### src/rtl/sts_pkg.sv
`timescale 1ns / 1ps
// ============================================================================
// sts_pkg
// Shared types, codes and sizes for the sorted tagged address set.
// ============================================================================
package sts_pkg;

    // Set sizes.
    localparam int CAPACITY  = 64;
    localparam int KEY_WIDTH = 12;
    localparam int ADDR_W    = $clog2(CAPACITY);
    localparam int CNT_W     = ADDR_W + 1;
    localparam int IDX_W     = 6;

    // Request codes.
    typedef enum logic [2:0] {
        REQ_INSERT  = 3'd0,
        REQ_FIND_EQ = 3'd1,
        REQ_FIND_GE = 3'd2,
        REQ_QUERY   = 3'd3,
        REQ_REMOVE  = 3'd4,
        REQ_CLEAR   = 3'd5
    } req_code_t;

    // Status codes.
    typedef enum logic [1:0] {
        STAT_OK      = 2'd0,
        STAT_PRESENT = 2'd1,
        STAT_FULL    = 2'd2,
        STAT_BAD_IDX = 2'd3
    } status_code_t;

    // Controller states.
    typedef enum logic [3:0] {
        ST_IDLE,
        ST_SRCH,
        ST_SRCH_CMP,
        ST_POS_RD,
        ST_POS_CMP,
        ST_DECIDE,
        ST_PREV_RD,
        ST_PREV_CMP,
        ST_INS_SHIFT,
        ST_REM_SHIFT
    } state_t;

    // Request payload.
    typedef struct packed {
        logic [2:0]           req_type;
        logic [KEY_WIDTH-1:0] key;
        logic [IDX_W-1:0]     index;
    } req_t;

    // Result payload.
    typedef struct packed {
        logic             found;
        logic [CNT_W-1:0] position;
        logic             in_data;
        logic [1:0]       status;
        logic [CNT_W-1:0] entry_count;
    } rsp_t;

endpackage

### src/rtl/sts_ram.sv
`timescale 1ns / 1ps
// ============================================================================
// sts_ram
// Simple dual-port RAM: one write port, one read port, registered read data.
// ============================================================================
module sts_ram #(
    parameter int DEPTH = 64,
    parameter int WIDTH = 12
) (
    input  logic                     clk,
    input  logic                     we,
    input  logic [$clog2(DEPTH)-1:0] waddr,
    input  logic [WIDTH-1:0]         wdata,
    input  logic                     re,
    input  logic [$clog2(DEPTH)-1:0] raddr,
    output logic [WIDTH-1:0]         rdata
);

    logic [WIDTH-1:0] mem [DEPTH];

    // Write port.
    always_ff @(posedge clk)
    begin
        if (we)
        begin
            mem[waddr] <= wdata;
        end
    end

    // Read port with registered read data.
    always_ff @(posedge clk)
    begin
        if (re)
        begin
            rdata <= mem[raddr];
        end
    end

endmodule

### src/rtl/sorted_tagged_address_set.sv
`timescale 1ns / 1ps
// ============================================================================
// sorted_tagged_address_set
// Ascending, duplicate-free set of tagged program addresses held in one RAM.
// ============================================================================
// Usage:
// A request (req) is taken at a rising edge where start is high and busy is
// low. The result (rsp) appears for exactly one cycle with done high; the
// receiver cannot stall it, so it must take it in that cycle.
// Clear, unknown codes and removes with a bad index finish without leaving
// idle; their result shows in the cycle after they are taken. Lookups run
// a binary search, each probe a read and then a compare, at most 7 probes,
// followed by a read of the lower-bound entry and, for a data query, of the entry below it.
// An insert shifts the entries above the new key up one place and then
// writes the key; a remove shifts the entries above the removed one down
// one place. The shift moves one entry per cycle through the single RAM
// write port; a new request can be taken in the cycle in which the
// previous result is shown.
// Reset empties the set at once (fill count to zero); the RAM contents are
// not cleared, since entries at or above the fill count are never read.
// ============================================================================
module sorted_tagged_address_set
    import sts_pkg::*;
(
    input  logic clk,
    input  logic rst_n,
    input  logic start,
    input  req_t req,
    output logic busy,
    output logic done,
    output rsp_t rsp
);

    state_t                state_reg, state_next;
    req_t                  req_reg, req_next;
    logic [CNT_W-1:0]      count_reg, count_next;
    logic [CNT_W-1:0]      lo_reg, lo_next;
    logic [CNT_W-1:0]      hi_reg, hi_next;
    logic [ADDR_W-1:0]     mid_reg, mid_next;
    logic [CNT_W-1:0]      cur_reg, cur_next;
    logic [ADDR_W-1:0]     wa_reg, wa_next;
    logic                  pend_reg, pend_next;
    logic                  hit_reg, hit_next;
    logic                  done_reg, done_next;
    rsp_t                  res_reg, res_next;

    logic                  mem_we, mem_re;
    logic [ADDR_W-1:0]     mem_waddr, mem_raddr;
    logic [KEY_WIDTH-1:0]  mem_wdata, mem_rdata;

    logic [CNT_W-1:0]      mid_w;
    logic                  index_ok;
    logic                  set_full;

    // Entry storage.
    sts_ram #(
        .DEPTH (CAPACITY),
        .WIDTH (KEY_WIDTH)
    ) u_ram (
        .clk   (clk),
        .we    (mem_we),
        .waddr (mem_waddr),
        .wdata (mem_wdata),
        .re    (mem_re),
        .raddr (mem_raddr),
        .rdata (mem_rdata)
    );

    // Shared conditions.
    assign mid_w    = CNT_W'(({1'b0, lo_reg} + {1'b0, hi_reg}) >> 1);
    assign index_ok = {1'b0, req.index} < count_reg;
    assign set_full = count_reg >= CNT_W'(CAPACITY);

    // Next state.
    always_comb
    begin
        state_next = state_reg;
        case (state_reg)
            ST_IDLE:
            begin
                if (start)
                begin
                    if (req.req_type inside {REQ_INSERT, REQ_FIND_EQ, REQ_FIND_GE, REQ_QUERY})
                    begin
                        state_next = ST_SRCH;
                    end
                    else if (req.req_type == REQ_REMOVE && index_ok)
                    begin
                        state_next = ST_REM_SHIFT;
                    end
                end
            end
            ST_SRCH:
            begin
                state_next = (lo_reg < hi_reg) ? ST_SRCH_CMP : ST_POS_RD;
            end
            ST_SRCH_CMP:
            begin
                state_next = ST_SRCH;
            end
            ST_POS_RD:
            begin
                state_next = (lo_reg < count_reg) ? ST_POS_CMP : ST_DECIDE;
            end
            ST_POS_CMP:
            begin
                state_next = ST_DECIDE;
            end
            ST_DECIDE:
            begin
                state_next = ST_IDLE;
                if (req_reg.req_type == REQ_INSERT && !hit_reg && !set_full)
                begin
                    state_next = ST_INS_SHIFT;
                end
                else if (req_reg.req_type == REQ_QUERY && !hit_reg && lo_reg != '0)
                begin
                    state_next = ST_PREV_RD;
                end
            end
            ST_PREV_RD:
            begin
                state_next = ST_PREV_CMP;
            end
            ST_PREV_CMP:
            begin
                state_next = ST_IDLE;
            end
            ST_INS_SHIFT:
            begin
                if (!pend_reg && cur_reg == lo_reg)
                begin
                    state_next = ST_IDLE;
                end
            end
            ST_REM_SHIFT:
            begin
                if (cur_reg >= count_reg)
                begin
                    state_next = ST_IDLE;
                end
            end
            default:
            begin
                state_next = ST_IDLE;
            end
        endcase
    end

    // Datapath, RAM control and result.
    always_comb
    begin
        req_next   = req_reg;
        count_next = count_reg;
        lo_next    = lo_reg;
        hi_next    = hi_reg;
        mid_next   = mid_reg;
        cur_next   = cur_reg;
        wa_next    = wa_reg;
        pend_next  = pend_reg;
        hit_next   = hit_reg;
        done_next  = 1'b0;
        res_next   = res_reg;
        mem_we     = 1'b0;
        mem_waddr  = wa_reg;
        mem_wdata  = mem_rdata;
        mem_re     = 1'b0;
        mem_raddr  = mid_w[ADDR_W-1:0];

        case (state_reg)
            ST_IDLE:
            begin
                if (start)
                begin
                    req_next = req;
                    lo_next  = '0;
                    hi_next  = count_reg;
                    hit_next = 1'b0;
                    res_next = '0;
                    res_next.status      = STAT_OK;
                    res_next.entry_count = count_reg;
                    case (req.req_type)
                        REQ_INSERT, REQ_FIND_EQ, REQ_FIND_GE, REQ_QUERY:
                        begin
                            done_next = 1'b0;
                        end
                        REQ_REMOVE:
                        begin
                            if (index_ok)
                            begin
                                cur_next  = CNT_W'({1'b0, req.index}) + CNT_W'(1);
                                pend_next = 1'b0;
                            end
                            else
                            begin
                                done_next       = 1'b1;
                                res_next.status = STAT_BAD_IDX;
                            end
                        end
                        REQ_CLEAR:
                        begin
                            count_next           = '0;
                            done_next            = 1'b1;
                            res_next.entry_count = '0;
                        end
                        default:
                        begin
                            done_next = 1'b1;
                        end
                    endcase
                end
            end
            // Probe the midpoint of the open range.
            ST_SRCH:
            begin
                if (lo_reg < hi_reg)
                begin
                    mem_re    = 1'b1;
                    mem_raddr = mid_w[ADDR_W-1:0];
                    mid_next  = mid_w[ADDR_W-1:0];
                end
            end
            // Narrow the range from the probed entry.
            ST_SRCH_CMP:
            begin
                if (mem_rdata < req_reg.key)
                begin
                    lo_next = CNT_W'({1'b0, mid_reg}) + CNT_W'(1);
                end
                else
                begin
                    hi_next = CNT_W'({1'b0, mid_reg});
                end
            end
            // Fetch the lower-bound entry when it exists.
            ST_POS_RD:
            begin
                if (lo_reg < count_reg)
                begin
                    mem_re    = 1'b1;
                    mem_raddr = lo_reg[ADDR_W-1:0];
                end
            end
            ST_POS_CMP:
            begin
                hit_next = (mem_rdata == req_reg.key);
            end
            // Finish lookups, or start an insert shift or a neighbor read.
            ST_DECIDE:
            begin
                res_next             = '0;
                res_next.found       = hit_reg;
                res_next.position    = lo_reg;
                res_next.status      = STAT_OK;
                res_next.entry_count = count_reg;
                if (req_reg.req_type == REQ_INSERT)
                begin
                    if (hit_reg)
                    begin
                        done_next       = 1'b1;
                        res_next.status = STAT_PRESENT;
                    end
                    else if (set_full)
                    begin
                        done_next       = 1'b1;
                        res_next.status = STAT_FULL;
                    end
                    else
                    begin
                        cur_next  = count_reg;
                        pend_next = 1'b0;
                    end
                end
                else if (!(req_reg.req_type == REQ_QUERY && !hit_reg && lo_reg != '0))
                begin
                    done_next = 1'b1;
                end
            end
            ST_PREV_RD:
            begin
                mem_re    = 1'b1;
                mem_raddr = ADDR_W'(lo_reg - CNT_W'(1));
            end
            // The key is inside a data section when the entry below is a jump point.
            ST_PREV_CMP:
            begin
                done_next        = 1'b1;
                res_next.in_data = mem_rdata[0];
            end
            // Move entries up one place, reading ahead of the write.
            ST_INS_SHIFT:
            begin
                if (pend_reg)
                begin
                    mem_we    = 1'b1;
                    mem_waddr = wa_reg;
                    mem_wdata = mem_rdata;
                end
                if (cur_reg > lo_reg)
                begin
                    mem_re    = 1'b1;
                    mem_raddr = ADDR_W'(cur_reg - CNT_W'(1));
                    wa_next   = cur_reg[ADDR_W-1:0];
                    cur_next  = cur_reg - CNT_W'(1);
                    pend_next = 1'b1;
                end
                else
                begin
                    pend_next = 1'b0;
                    if (!pend_reg)
                    begin
                        mem_we               = 1'b1;
                        mem_waddr            = lo_reg[ADDR_W-1:0];
                        mem_wdata            = req_reg.key;
                        count_next           = count_reg + CNT_W'(1);
                        done_next            = 1'b1;
                        res_next.entry_count = count_reg + CNT_W'(1);
                    end
                end
            end
            // Move entries down one place over the removed one.
            ST_REM_SHIFT:
            begin
                if (pend_reg)
                begin
                    mem_we    = 1'b1;
                    mem_waddr = wa_reg;
                    mem_wdata = mem_rdata;
                end
                if (cur_reg < count_reg)
                begin
                    mem_re    = 1'b1;
                    mem_raddr = cur_reg[ADDR_W-1:0];
                    wa_next   = ADDR_W'(cur_reg - CNT_W'(1));
                    cur_next  = cur_reg + CNT_W'(1);
                    pend_next = 1'b1;
                end
                else
                begin
                    pend_next            = 1'b0;
                    count_next           = count_reg - CNT_W'(1);
                    done_next            = 1'b1;
                    res_next.entry_count = count_reg - CNT_W'(1);
                end
            end
            default:
            begin
                done_next = 1'b0;
            end
        endcase
    end

    // Control registers.
    always_ff @(posedge clk or negedge rst_n)
    begin
        if (!rst_n)
        begin
            state_reg <= ST_IDLE;
            count_reg <= '0;
            pend_reg  <= 1'b0;
            done_reg  <= 1'b0;
        end
        else
        begin
            state_reg <= state_next;
            count_reg <= count_next;
            pend_reg  <= pend_next;
            done_reg  <= done_next;
        end
    end

    // Payload registers.
    always_ff @(posedge clk)
    begin
        req_reg <= req_next;
        lo_reg  <= lo_next;
        hi_reg  <= hi_next;
        mid_reg <= mid_next;
        cur_reg <= cur_next;
        wa_reg  <= wa_next;
        hit_reg <= hit_next;
        res_reg <= res_next;
    end

    assign busy = (state_reg != ST_IDLE);
    assign done = done_reg;
    assign rsp  = res_reg;

    // The fill count never passes the capacity.
    a_count_bound: assert property (@(posedge clk) disable iff (!rst_n)
        count_reg <= CNT_W'(CAPACITY))
        else $error("fill count above capacity");

    // The RAM is written only while entries are being shifted.
    a_write_state: assert property (@(posedge clk) disable iff (!rst_n)
        mem_we |-> (state_reg == ST_INS_SHIFT || state_reg == ST_REM_SHIFT))
        else $error("RAM write outside a shift");

    // A shift never reads and writes the same entry in one cycle.
    a_no_overlap: assert property (@(posedge clk) disable iff (!rst_n)
        (mem_we && mem_re) |-> (mem_waddr != mem_raddr))
        else $error("read and write collide on one entry");

    // A result is shown only when the controller is back at rest.
    a_done_idle: assert property (@(posedge clk) disable iff (!rst_n)
        done_reg |-> (state_reg == ST_IDLE))
        else $error("result shown while busy");

    // A key inside a data section is never a stored entry.
    a_data_not_found: assert property (@(posedge clk) disable iff (!rst_n)
        (done_reg && res_reg.in_data) |-> !res_reg.found)
        else $error("data section flag on a stored key");

endmodule

### config.mk
export PLATFORM = sky130hd
export DESIGN_NAME = sorted_tagged_address_set
export DESIGN_NICKNAME = d
export VERILOG_FILES = /design/src/rtl/sts_pkg.sv /design/src/rtl/sts_ram.sv /design/src/rtl/sorted_tagged_address_set.sv
export SDC_FILE = /design/constraint.sdc
export NUM_CORES = 1
export LEC_CHECK = 0
export CAP_MARGIN = 20
export CORE_MARGIN = 4
export CORE_UTILIZATION = 55
export DETAILED_ROUTE_END_ITERATION = 10
export DONT_BUFFER_PORTS = 1
export GPL_ROUTABILITY_DRIVEN = 0
export HOLD_SLACK_MARGIN = 0.03
export PLACE_DENSITY_LB_ADDON = 0.12
export SLEW_MARGIN = 20
export SYNTH_ARGS = -nofsm -noshare
export SYNTH_HDL_FRONTEND = slang
export SYNTH_SLANG_ARGS = --single-unit
### constraint.sdc
create_clock -name clk -period 7.54 [get_ports clk]
set_input_delay 1.131 -clock clk [delete_from_list [all_inputs] [get_ports clk]]
set_output_delay 1.131 -clock clk [all_outputs]
set_load 0.01 [all_outputs]
==> results_tabular.tex <==
\begin{tabular}{lr}
\hline
Metric & Value \\
\hline
\multicolumn{2}{l}{\textbf{Pwr}} \\
Cell internal pwr & 0.00748 W \\
Power share of the sequential group & 0.558 \\
Leakage power & 12.7 nW \\
Switching part of the total power & 0.193 \\
Psw & 0.00179 W \\
Relative contribution of the clock network to total power & 0.442 \\
Maximum vdd ir drop & 0.215 mV \\
Combinational share of power & 0 \\
Overall power & 0.00927 W \\
Power Density & 231 nW/µm² \\
\multicolumn{2}{l}{\textbf{Critical path}} \\
Signal arrival time at the worst endpoint & 5.92 ns \\
R2R setup slack & 1.99 ns \\
Standard cell with the maximum stage delay on the critical path & a21bo\_4 \\
Maximum fanout along the worst path & 48 \\
Cell type group with the largest total delay on the critical path & compound AO/OA/AOI/OAI gates \\
Setup Crit Path Kind & reg2reg \\
End of the worst register-to-register path & u\_ram.rdata[11]\$\_DFFE\_PP\_ \\
Startpoint of the lowest-slack register-to-register path & count\_reg[4]\$\_DFFE\_PN0P\_ \\
CP dominant cell by count & buf\_4 \\
Number of buffer and inverter instances along the worst setup path & 3 \\
List of cells traversed by the critical path & inv\_1, ha\_1, a21oi\_1, o2111ai\_1, a41oi\_1, a221oi\_1, a21bo\_4, buf\_4, buf\_4, mux2i\_1, a32oi\_1, and3\_1, o22ai\_1, nor4\_1 \\
Count of cells along the worst register-to-register path & 14 \\
CP Launch Type & register \\
Max stage delay on crit path & 0.85 ns \\
Worst setup EP type & register \\
Required time worst endpoint & 7.91 ns \\
\multicolumn{2}{l}{\textbf{Synth}} \\
Primary FF master, synth & edfxtp\_1 \\
Yosys reg bits & 860 \\
Portion of the post-synthesis area used by sequential elements & 0.710 \\
Synth cell types & 75 \\
Cell type contributing the most total cell area after synthesis & edfxtp\_1 \\
Largest cells by area after synthesis & edfxtp\_1 (70\%), nand2\_1 (6.1\%), mux2i\_1 (3.6\%), nand3\_1 (3.0\%), ha\_1 (1.9\%) \\
Warnings from Yosys & 0 \\
Mapped Area & 36300 µm² \\
Syn\_area\_per\_cell & 13.6 µm² \\
Gate count of the mapped netlist & 2677 \\
Top-area cell type share of the netlist area & 0.701 \\
Synthesized net count & 2757 \\
Ys async rst share & 0.0151 \\
Count of flip-flops with a built-in enable after synthesis & 847 \\
\multicolumn{2}{l}{\textbf{STA}} \\
Max transition margin & 0.266 \\
Worst-Margin Slew & 1.09 ns \\
Fin crit period & 5.55 ns \\
Achievable clock frequency & 180 MHz \\
Unrepaired setup endpoints after global routing & no \\
Sum Neg Setup Slack & 0 ns \\
Hold Violations, Final & 0 \\
Hold WS & 0.178 ns \\
Setup skew after layout & 0.0205 ns \\
Final count of negative-setup-slack endpoints & 0 \\
Part of the cycle the worst path needs & 0.736 \\
Number of pins exceeding their max-slew limit in the final report & 0 \\
\multicolumn{2}{l}{\textbf{Drt}} \\
Total length of routed wires & 97.4 mm \\
Average wire per cell in the routed design & 26.8 µm \\
Number of nets with antenna violations after routing & 0 \\
Iteration-0 DRC Markers & 2428 \\
Initial DRT Pass Iterations & 8 \\
Number of vias per cell after detailed routing & 6.28 \\
DRC errors left & 0 \\
Routed via count & 22777 \\
\multicolumn{2}{l}{\textbf{Clocking}} \\
Post-CTS setup repair buffer count & 0 \\
Number of sinks on the clock net & 860 \\
Bufs on Longest Clock Path & 3 \\
Post-cts hold buffer count & 0 \\
Clock transition at the registers of the reported paths & 0.06 ns \\
CTS H-tree lvls & 3 \\
Total of cells resized after clock tree synthesis & 0 \\
TritonCTS clock tree & built \\
Master cell of the clock root buffer & clkbuf\_16 \\
Insertion delay of the later-clocked pin in the worst-skew pair & 0.65 ns \\
CTS Buf Count & 87 \\
\multicolumn{2}{l}{\textbf{Layout}} \\
Number of flip-flops in the largest register & 768 \\
FILL cells & 4870 \\
Number of nets in the layout & 2786 \\
Footprint of the multi-input gates & 9700 µm² \\
Antenna Cells & 0 \\
Sequential cell area & 25800 µm² \\
Share of layout cells above drive strength 1 & 0.101 \\
Core Util, Final & 0.618 \\
Area growth from synthesis to final layout & 10.6\% \\
\multicolumn{2}{l}{\textbf{Global route}} \\
Number of global-route vias before repair & 22251 \\
Total routing usage reported by global routing & 0.276 \\
First-pass GRT wire length & 144 mm \\
Pin count of the biggest net entering global routing & 140 \\
Total congestion overflow & 0 \\
Number of antenna violations at the first check in global routing & 7 \\
\multicolumn{2}{l}{\textbf{Floorplanning}} \\
Chip Width & 265 µm \\
I/O pin cnt & 44 \\
Vertical die dimension & 265 µm \\
Number of placement rows & 93 \\
Area enclosed by the die boundary & 70200 µm² \\
Starting utilization of the core area & 0.559 \\
Core area & 64900 µm² \\
\multicolumn{2}{l}{\textbf{Placement}} \\
Number of buffer cells added on primary ports & 0 \\
Final HPWL from detailed placement & 60.1 mm \\
\multicolumn{2}{l}{\textbf{Outcome}} \\
Status & completed \\
\multicolumn{2}{l}{\textbf{Flow run}} \\
Number of max-cap violations & 0 \\
\multicolumn{2}{l}{\textbf{Worst hold path}} \\
Path type of the worst min-delay path & in2async \\
\hline
\end{tabular}
==> layer usage <==
layer  wire length, µm  part of all wire  track usage
met5                82           0.00084            0
met1             38700              0.40        0.376
met3              8710             0.089       0.0669
met2             45000              0.46        0.425
met4              4980             0.051        0.127
==> synthesized netlist by cell type, types with 5 or more instances <==
| cell | number |
|---|---|
| edfxtp_1 | 847 |
| nand2_1 | 587 |
| nand3_1 | 215 |
| mux2i_1 | 131 |
| nor2_1 | 118 |
| clkbuf_1 | 61 |
| buf_2 | 60 |
| ha_1 | 55 |
| inv_1 | 51 |
| a32oi_1 | 48 |
| nand4_1 | 32 |
| a31oi_1 | 31 |
| and3_1 | 31 |
| a21oi_1 | 30 |
| o21ai_0 | 26 |
| a32o_1 | 25 |
| o22ai_1 | 24 |
| a221oi_1 | 19 |
| buf_4 | 19 |
| mux2_2 | 19 |
| nor3_1 | 19 |
| nor4_1 | 18 |
| a21o_1 | 17 |
| a221o_1 | 17 |
| dfrtp_1 | 13 |
| nand2b_1 | 13 |
| xnor2_1 | 13 |
| xor2_1 | 12 |
| a221oi_2 | 10 |
| or3_1 | 8 |
| buf_1 | 7 |
| nor2b_1 | 7 |
| buf_6 | 5 |
| nor3b_1 | 5 |
==> worst max-delay path by stage <==
stage	cells after the start	start	end
final	14	count_reg[4]$_DFFE_PN0P_	u_ram.rdata[11]$_DFFE_PP_
after floorplan	10	lo_reg[3]$_SDFFCE_PN0P_	u_ram.mem[0][0]$_DFFE_PP_
after global routing	13	count_reg[2]$_DFFE_PN0P_	u_ram.rdata[3]$_DFFE_PP_
after global placement	13	count_reg[2]$_DFFE_PN0P_	u_ram.rdata[7]$_DFFE_PP_
after detailed placement	14	count_reg[4]$_DFFE_PN0P_	u_ram.rdata[11]$_DFFE_PP_
after CTS	13	count_reg[4]$_DFFE_PN0P_	u_ram.rdata[3]$_DFFE_PP_
==> power by group through the flow <==
stage | registers, W | clock network (W) | logic, W
after global routing | 0.00517 | 0.00437 | 0.00000336
final | 0.00517 | 0.00409 | 0.00000299
after floorplan | 0.00527 | 0 | 0.00000241
after global placement | 0.00527 | 0 | 0.00000287
after CTS | 0.00517 | 0.00414 | 0.00000298
after detailed placement | 0.00527 | 0 | 0.00000294
==> logic make-up after synthesis <==
logic type	after synthesis	share of synthesized area
and+or+nand+nor	1073	0.130
buffers and inverters	203	0.0261
muxes	150	0.0420
DFF	860	0.710
xor gates and xnor gates	25	0.00603
adders and majority gates	56	0.0195
AOI/OAI and AO/OA	310	0.0670
==> cell usage in the layout (no fill, tap or decap), drive strengths merged, types with 7 or more instances in the layout <==
cell type	instances
clkinv	42
a21oi	33
a32oi	48
a21o	17
xnor2	13
edfxtp	847
buf	92
ha	55
a21boi	7
and3	31
nand3	215
nand2b	13
a31oi	31
a32o	25
o22ai	24
mux2i	131
clkbuf	111
mux2	19
nor4	18
a221oi	29
nand4	32
nor2b	7
nand2	587
o21ai	31
nor3	20
or3	8
a221o	17
inv	52
dfrtp	13
xor2	12
nor2	119
==> layout make-up <==
cell class / count / area share
Tap cell: 855 / 0.0266
Clock buffer: 111 / 0.0586
Timing Repair Buffer: 92 / 0.0182
Inverter: 51 / 0.00477
Clock inverter: 46 / 0.00854
Sequential cell: 860 / 0.642
Multi-Input combinational cell: 1614 / 0.242
==> per-stage QoR <==
stage | instance area, µm² | setup WS (ns) | instances
after global placement | 37400 | 2.28 | 3471
final | 40100 | 1.99 | 3629
after global routing | 40100 | 1.72 | 3629
after CTS | 40100 | 2.12 | 3629
after floorplan | 36300 | 2.04 | 2677
after detailed placement | 37400 | 2.17 | 3472
Note: power is estimated with default switching activity, not from simulation.
